===== config.mk =====
export PLATFORM = sky130hd
export DESIGN_NAME = circle_outline_points
export DESIGN_NICKNAME = d
export VERILOG_FILES = /design/src/rtl/core/cop_pkg.sv /design/src/rtl/core/cop_datapath.sv /design/src/rtl/core/cop_ctrl.sv /design/src/rtl/core/circle_outline_points.sv
export SDC_FILE = /design/constraint.sdc
export NUM_CORES = 1
export LEC_CHECK = 0
export ABC_AREA = 1
export BUFFER_PORTS_ARGS = -buffer_cell sky130_fd_sc_hd__buf_2
export CELL_PAD_IN_SITES_DETAIL_PLACEMENT = 2
export CELL_PAD_IN_SITES_GLOBAL_PLACEMENT = 2
export CORE_ASPECT_RATIO = 0.6
export CORE_MARGIN = 10
export CORE_UTILIZATION = 38
export CTS_BUF_LIST = sky130_fd_sc_hd__clkbuf_4 sky130_fd_sc_hd__clkbuf_8
export DETAILED_ROUTE_END_ITERATION = 8
export PLACE_DENSITY_LB_ADDON = 0.1
export SKIP_CTS_REPAIR_TIMING = 1
export SLEW_MARGIN = 20
export SYNTH_ARGS = -nofsm -noshare
export SYNTH_HDL_FRONTEND = slang
export SYNTH_HIERARCHICAL = 1
export SYNTH_SLANG_ARGS = --single-unit
export TNS_END_PERCENT = 50

===== constraint.sdc =====
create_clock -name clk_i -period 20.1 [get_ports clk_i]
set_clock_uncertainty 0.05 [all_clocks]
set_input_delay 0 -clock clk_i [delete_from_list [all_inputs] [get_ports clk_i]]
set_output_delay 0 -clock clk_i [all_outputs]
set_load 0.05 [all_outputs]

===== src/rtl/core/cop_pkg.sv =====
package cop_pkg;

  // Radius field width is fixed by the interface.
  localparam int unsigned RADIUS_BITS = 5;
  // Offset x runs 0..radius+1, so it needs one bit more than the radius.
  localparam int unsigned OFFSET_BITS = RADIUS_BITS + 1;

  // Controller -> datapath commands.
  typedef struct packed {
    logic load;  // capture a new circle and reset the offset
    logic step;  // advance the offset and load the result register
  } cop_cmd_t;

  // Datapath -> controller status.
  typedef struct packed {
    logic last;  // the step being taken now ends the walk
  } cop_sts_t;

endpackage


===== src/rtl/core/cop_datapath.sv =====
module cop_datapath #(
  parameter int unsigned COORD_BITS = 16,
  parameter int unsigned MAX_RADIUS = 31
) (
  input  logic                                 clk_i,
  input  cop_pkg::cop_cmd_t                    cmd_i,
  output cop_pkg::cop_sts_t                    sts_o,
  input  logic signed [COORD_BITS-1:0]         center_x_i,
  input  logic signed [COORD_BITS-1:0]         center_y_i,
  input  logic        [cop_pkg::RADIUS_BITS-1:0] radius_i,
  output logic signed [COORD_BITS-1:0]         p0_x_o,
  output logic signed [COORD_BITS-1:0]         p0_y_o,
  output logic signed [COORD_BITS-1:0]         p1_x_o,
  output logic signed [COORD_BITS-1:0]         p1_y_o,
  output logic signed [COORD_BITS-1:0]         p2_x_o,
  output logic signed [COORD_BITS-1:0]         p2_y_o,
  output logic signed [COORD_BITS-1:0]         p3_x_o,
  output logic signed [COORD_BITS-1:0]         p3_y_o,
  output logic                                 last_step_o
);
  import cop_pkg::*;

  localparam int unsigned SQ_W  = 2 * OFFSET_BITS + 1;
  localparam int unsigned RSQ_W = 2 * RADIUS_BITS;

  // Held circle and walk offset. y is kept as its magnitude: y = -ym.
  logic [COORD_BITS-1:0]  cx_q, cy_q;
  logic [RADIUS_BITS-1:0] r_q, r_sat;
  logic [RSQ_W-1:0]       rsq_q;
  logic [OFFSET_BITS-1:0] x_q, x_d;
  logic [RADIUS_BITS-1:0] ym_q, ym_d;
  logic [SQ_W-1:0]        sq_sum;
  logic                   go_y;

  // Result register.
  logic [COORD_BITS-1:0]  p0x_q, p0y_q, p1y_q, p2x_q;
  logic                   last_q;
  logic [COORD_BITS-1:0]  xe_d, ye_d;

  assign r_sat = (radius_i > RADIUS_BITS'(MAX_RADIUS)) ? RADIUS_BITS'(MAX_RADIUS) : radius_i;

  assign sq_sum = SQ_W'(x_q) * SQ_W'(x_q) + SQ_W'(ym_q) * SQ_W'(ym_q);
  assign go_y   = sq_sum > SQ_W'(rsq_q);
  assign x_d    = go_y ? x_q : x_q + OFFSET_BITS'(1);
  assign ym_d   = go_y ? ym_q - RADIUS_BITS'(1) : ym_q;

  assign sts_o.last = x_d > OFFSET_BITS'(r_q);

  assign xe_d = COORD_BITS'(x_d);
  assign ye_d = COORD_BITS'(ym_d);

  always_ff @(posedge clk_i) begin
    if (cmd_i.load) begin
      cx_q  <= center_x_i;
      cy_q  <= center_y_i;
      r_q   <= r_sat;
      rsq_q <= RSQ_W'(r_sat) * RSQ_W'(r_sat);
      x_q   <= '0;
      ym_q  <= r_sat;
    end else if (cmd_i.step) begin
      x_q  <= x_d;
      ym_q <= ym_d;
    end
    if (cmd_i.step) begin
      p0x_q  <= cx_q + xe_d - COORD_BITS'(1);
      p2x_q  <= cx_q - xe_d;
      p0y_q  <= cy_q - ye_d;
      p1y_q  <= cy_q + ye_d;
      last_q <= sts_o.last;
    end
  end

  assign p0_x_o      = p0x_q;
  assign p1_x_o      = p0x_q;
  assign p2_x_o      = p2x_q;
  assign p3_x_o      = p2x_q;
  assign p0_y_o      = p0y_q;
  assign p2_y_o      = p0y_q;
  assign p1_y_o      = p1y_q;
  assign p3_y_o      = p1y_q;
  assign last_step_o = last_q;

endmodule


===== src/rtl/core/cop_ctrl.sv =====
module cop_ctrl (
  input  logic              clk_i,
  input  logic              rst_ni,
  input  logic              in_valid_i,
  output logic              in_stall_o,
  output logic              out_valid_o,
  input  logic              out_stall_i,
  output cop_pkg::cop_cmd_t cmd_o,
  input  cop_pkg::cop_sts_t sts_i
);
  import cop_pkg::*;

  typedef enum logic {
    ST_IDLE,
    ST_WALK
  } state_e;

  state_e state_q, state_d;
  logic   out_valid_q, out_valid_d;

  assign in_stall_o = (state_q != ST_IDLE);
  assign cmd_o.load = in_valid_i && (state_q == ST_IDLE);
  // In the walk, step whenever the result register is empty or being drained.
  assign cmd_o.step = (state_q == ST_WALK) && (!out_valid_q || !out_stall_i);

  always_comb begin
    state_d     = state_q;
    out_valid_d = out_valid_q && out_stall_i;
    unique case (state_q)
      ST_IDLE: begin
        if (cmd_o.load) begin
          state_d = ST_WALK;
        end
      end
      ST_WALK: begin
        if (cmd_o.step) begin
          out_valid_d = 1'b1;
          if (sts_i.last) begin
            state_d = ST_IDLE;
          end
        end
      end
      default: state_d = ST_IDLE;
    endcase
  end

  always_ff @(posedge clk_i or negedge rst_ni) begin
    if (!rst_ni) begin
      state_q     <= ST_IDLE;
      out_valid_q <= 1'b0;
    end else begin
      state_q     <= state_d;
      out_valid_q <= out_valid_d;
    end
  end

  assign out_valid_o = out_valid_q;

endmodule


===== src/rtl/core/circle_outline_points.sv =====
// Circle outline point generator. Each input transaction carries one circle
// (center_x, center_y, radius 0..31; radii above MAX_RADIUS are clamped).
// The block walks an offset (x, y) from (0, -radius): when x*x+y*y exceeds
// radius squared y steps up, otherwise x steps up, and after every step one
// output transaction carries four mirrored points (cx+x-1, cy+/-y) and
// (cx-x, cy+/-y). A circle yields 2*radius+1 output transactions, the final
// one with last_step_o set; all coordinates wrap modulo 2^COORD_BITS.
// Flow: the circle is captured first, then the walk issues one result per
// cycle when the output is never stalled. The walk is a single step unit
// with one output register; it advances only when that register is empty
// or being taken, so output stall holds the walk. A new circle is taken
// only once the previous walk has issued its last step; the last result may
// still sit in the output register at that time.
module circle_outline_points #(
  parameter int unsigned COORD_BITS = 16,
  parameter int unsigned MAX_RADIUS = 31
) (
  input  logic                                   clk_i,
  input  logic                                   rst_ni,
  // circle input channel
  input  logic                                   in_valid_i,
  output logic                                   in_stall_o,
  input  logic signed [COORD_BITS-1:0]           center_x_i,
  input  logic signed [COORD_BITS-1:0]           center_y_i,
  input  logic        [cop_pkg::RADIUS_BITS-1:0] radius_i,
  // point output channel
  output logic                                   out_valid_o,
  input  logic                                   out_stall_i,
  output logic signed [COORD_BITS-1:0]           p0_x_o,
  output logic signed [COORD_BITS-1:0]           p0_y_o,
  output logic signed [COORD_BITS-1:0]           p1_x_o,
  output logic signed [COORD_BITS-1:0]           p1_y_o,
  output logic signed [COORD_BITS-1:0]           p2_x_o,
  output logic signed [COORD_BITS-1:0]           p2_y_o,
  output logic signed [COORD_BITS-1:0]           p3_x_o,
  output logic signed [COORD_BITS-1:0]           p3_y_o,
  output logic                                   last_step_o
);
  import cop_pkg::*;

  cop_cmd_t cmd;
  cop_sts_t sts;

  // Sequencer: owns the handshakes and the result-valid flag.
  cop_ctrl u_ctrl (
    .clk_i       (clk_i),
    .rst_ni      (rst_ni),
    .in_valid_i  (in_valid_i),
    .in_stall_o  (in_stall_o),
    .out_valid_o (out_valid_o),
    .out_stall_i (out_stall_i),
    .cmd_o       (cmd),
    .sts_i       (sts)
  );

  // Step unit: held circle, offset, distance compare, result register.
  cop_datapath #(
    .COORD_BITS (COORD_BITS),
    .MAX_RADIUS (MAX_RADIUS)
  ) u_dp (
    .clk_i       (clk_i),
    .cmd_i       (cmd),
    .sts_o       (sts),
    .center_x_i  (center_x_i),
    .center_y_i  (center_y_i),
    .radius_i    (radius_i),
    .p0_x_o      (p0_x_o),
    .p0_y_o      (p0_y_o),
    .p1_x_o      (p1_x_o),
    .p1_y_o      (p1_y_o),
    .p2_x_o      (p2_x_o),
    .p2_y_o      (p2_y_o),
    .p3_x_o      (p3_x_o),
    .p3_y_o      (p3_y_o),
    .last_step_o (last_step_o)
  );

endmodule


==> metrics.txt <==
Slew Limit Fails 0; Non-Filler Instances 1545; max cap viols 0; RSZ-0062 raised after global routing no; min cycle time layout 8.985 ns; CTS tree done; worst skew pair latency 0.48 ns; total CTS buffers 17; # setup viols final 0; vias in the first global route slightly above 8000; EDFF count, synth 114; initial DRC count 487; pin count of the biggest net entering global routing 54; Hold Vio Cnt, Final 0; r2r worst-path depth 40; Antenna diodes 0; kind of critical path flip-flop to flip-flop; post-synth net total approximately 1200; Die ar. 31980 sq um; Seq/Total Area, Yosys 37.76%; met1 wire length about 16000 um; Fmax achieved 111.3 MHz; Crit-path slowest cell fa_1; layout cells sized above 1 between 10% and 20%; CP Data Required Time slightly above 20 ns; Root Driver clkbuf_8; status complete, no violations; hold slack 0.1818 ns; hold path cells 2; GRT Residual Overflow 0; vias per inst 4.881; Yosys warning count 6; gr usage total 19.29%; actual slew at the worst max-slew pin 0.7761 ns; Area Growth Syn to Fin 16.29%; CTS sink count about 120; detailed-routed wire length on met3 between 1500 and 2000 um; max layer used met4; worst min path class primary input to flip-flop; H-tree depth 4; main area contributors after synthesis edfxtp_1, ha_1, inv_1, nand2_1, fa_1; Crit. End Element flip-flop; Vias 7541; DRT antenna net count 0; Synth area leader edfxtp_1; # DRC 0; num ports 172; asr flop ratio synth under 10%; Cells after DPL 1472; WL/cell 20.74 um; GP Congestion 0.8121; crit-path max cell delay 0.57 ns; Worst slew margin 47.71%; crit share post-route 44.70%; Cells after Synth approximately 1100; Seq cells post-synth 122; Synth Flop Type edfxtp_1; first-pass GRT wire length 47440 um; Setup TNS 0 ns; Initial Util 39.02%; final net count 1383; Yosys cell types 40; critical path's most frequent cell inv_1; flop2flop setup slack about 11 ns; mean post-synth cell area 8.986 sq um; met2 wire len 14390 um; fillcell total 2711; post-synth top area share between 30% and 40%; Arr. time, crit path approximately 9 ns; dpl hpwl 25510 um; Die X around 220 um; height of the die 142.6 um; Initial DRT Pass Iterations 5; worst-path fanout max 14; # rows 44; Mapped Area about 9500 sq um; Clock Path Buffers 2; fin util between 40% and 50%; initial antenna violation count 1; I/O Buffers 171; Core Area between 20000 and 25000 sq um; CP startpoint kind flip-flop; Worst-path clk slew roughly 0.09 ns; drt total wl around 32000 um
-- worst paths after layout --
kind	start	end
worst max-delay path	u_dp/x_q[2]	u_dp/p0_y_o[15]
worst min-delay path	center_x_i[9]	u_dp/cx_q[9]
worst max register to register	u_dp/x_q[2]	u_dp/p0_y_o[15]
worst min register to register	u_ctrl/out_valid_o	u_ctrl/out_valid_o
max in group asynchronous	rst_ni	u_ctrl/out_valid_o
min in group asynchronous	rst_ni	u_ctrl/in_stall_o
-- logic make-up (layout without fill, tap and decap cells) --
kind of cell | Yosys count | in the layout | share of synthesized area [%]
compound gates | 77 | 77 | 4.549
xor+xnor | 69 | 69 | 6.350
fa+ha+maj | 131 | 131 | 19.83
buf+inv | 309 | 473 | 14.88
flops | 122 | 122 | 37.76
simple gates | 351 | 351 | 16.63
-- synth_stat cells (16+ instances only) --
cell      count
xnor2_1      17
nand3_1      51
o21ai_0      21
ha_1         98
buf_4        65
nand2_1     185
a21oi_1      34
clkbuf_1     16
inv_1       223
fa_1         33
edfxtp_1    114
nor2_1       60
xor2_1       52
-- per-layer routing --
metal,vias up,track usage (%)
met5,-,0
met4,0,3.776
met3,22,4.754
met2,168,29.56
met1,3774,27.07
li1,3577,-
-- final cells by class --
type,instances,area [sq um],area share [%]
Clock buffer,17,234.0,2.114
Multi-Input combinational cell,628,4518,40.83
Tap cell,322,402.9,3.640
Inverter,226,848.3,7.665
Clock inverter,14,171.4,1.549
Timing Repair Buffer,216,1299,11.74
Sequential cell,122,3593,32.47
-- stage by stage --
stage          setup WS (ns)  instance area [sq um]
2_1_floorplan          12.39                   9517
3_3_place_gp           11.60                  10240
3_5_place_dp           11.28                  10240
4_1_cts                11.23                  10650
5_1_grt                10.37                  11070
6_report               11.12                  11070
-- state kept, by name, summed over array words and instances (netlist names), 6 cells and up --
name / flops
u_dp/cy_q: 16
u_dp/p2_x_o: 16
u_dp/p1_y_o: 15
u_dp/x_q: 6
u_dp/cx_q: 16
u_dp/p0_y_o: 16
u_dp/rsq_q: 8
u_dp/p0_x_o: 16
-- placed cells by master (no fill, tap or decap), drive strengths merged, types with 7 or more instances in the layout --
cell type,Yosys,layout
fa,33,33
a21oi,35,35
inv,226,229
o21ai,22,22
nor2,62,62
buf,67,174
clkbuf,16,17
xnor2,17,17
dlygate4sd3,0,42
xor2,52,52
nand4,7,7
nand3,61,61
nor3,13,13
nand2,199,199
ha,98,98
edfxtp,114,114
-- critical path, delay by kind of cell (launching register included) --
kind	cells	cell delay [ns]
AND/OR/NAND/NOR	18	2.59
adder cells (fa/ha/maj)	8	3.89
XOR/XNOR	3	0.51
buffers and inverters	9	0.80
flip-flops	1	0.53
AO/OA/AOI/OAI	2	0.31
Power is not shown: default switching activity piles up to over one toggle a cycle in this logic, so the estimate is an artifact.
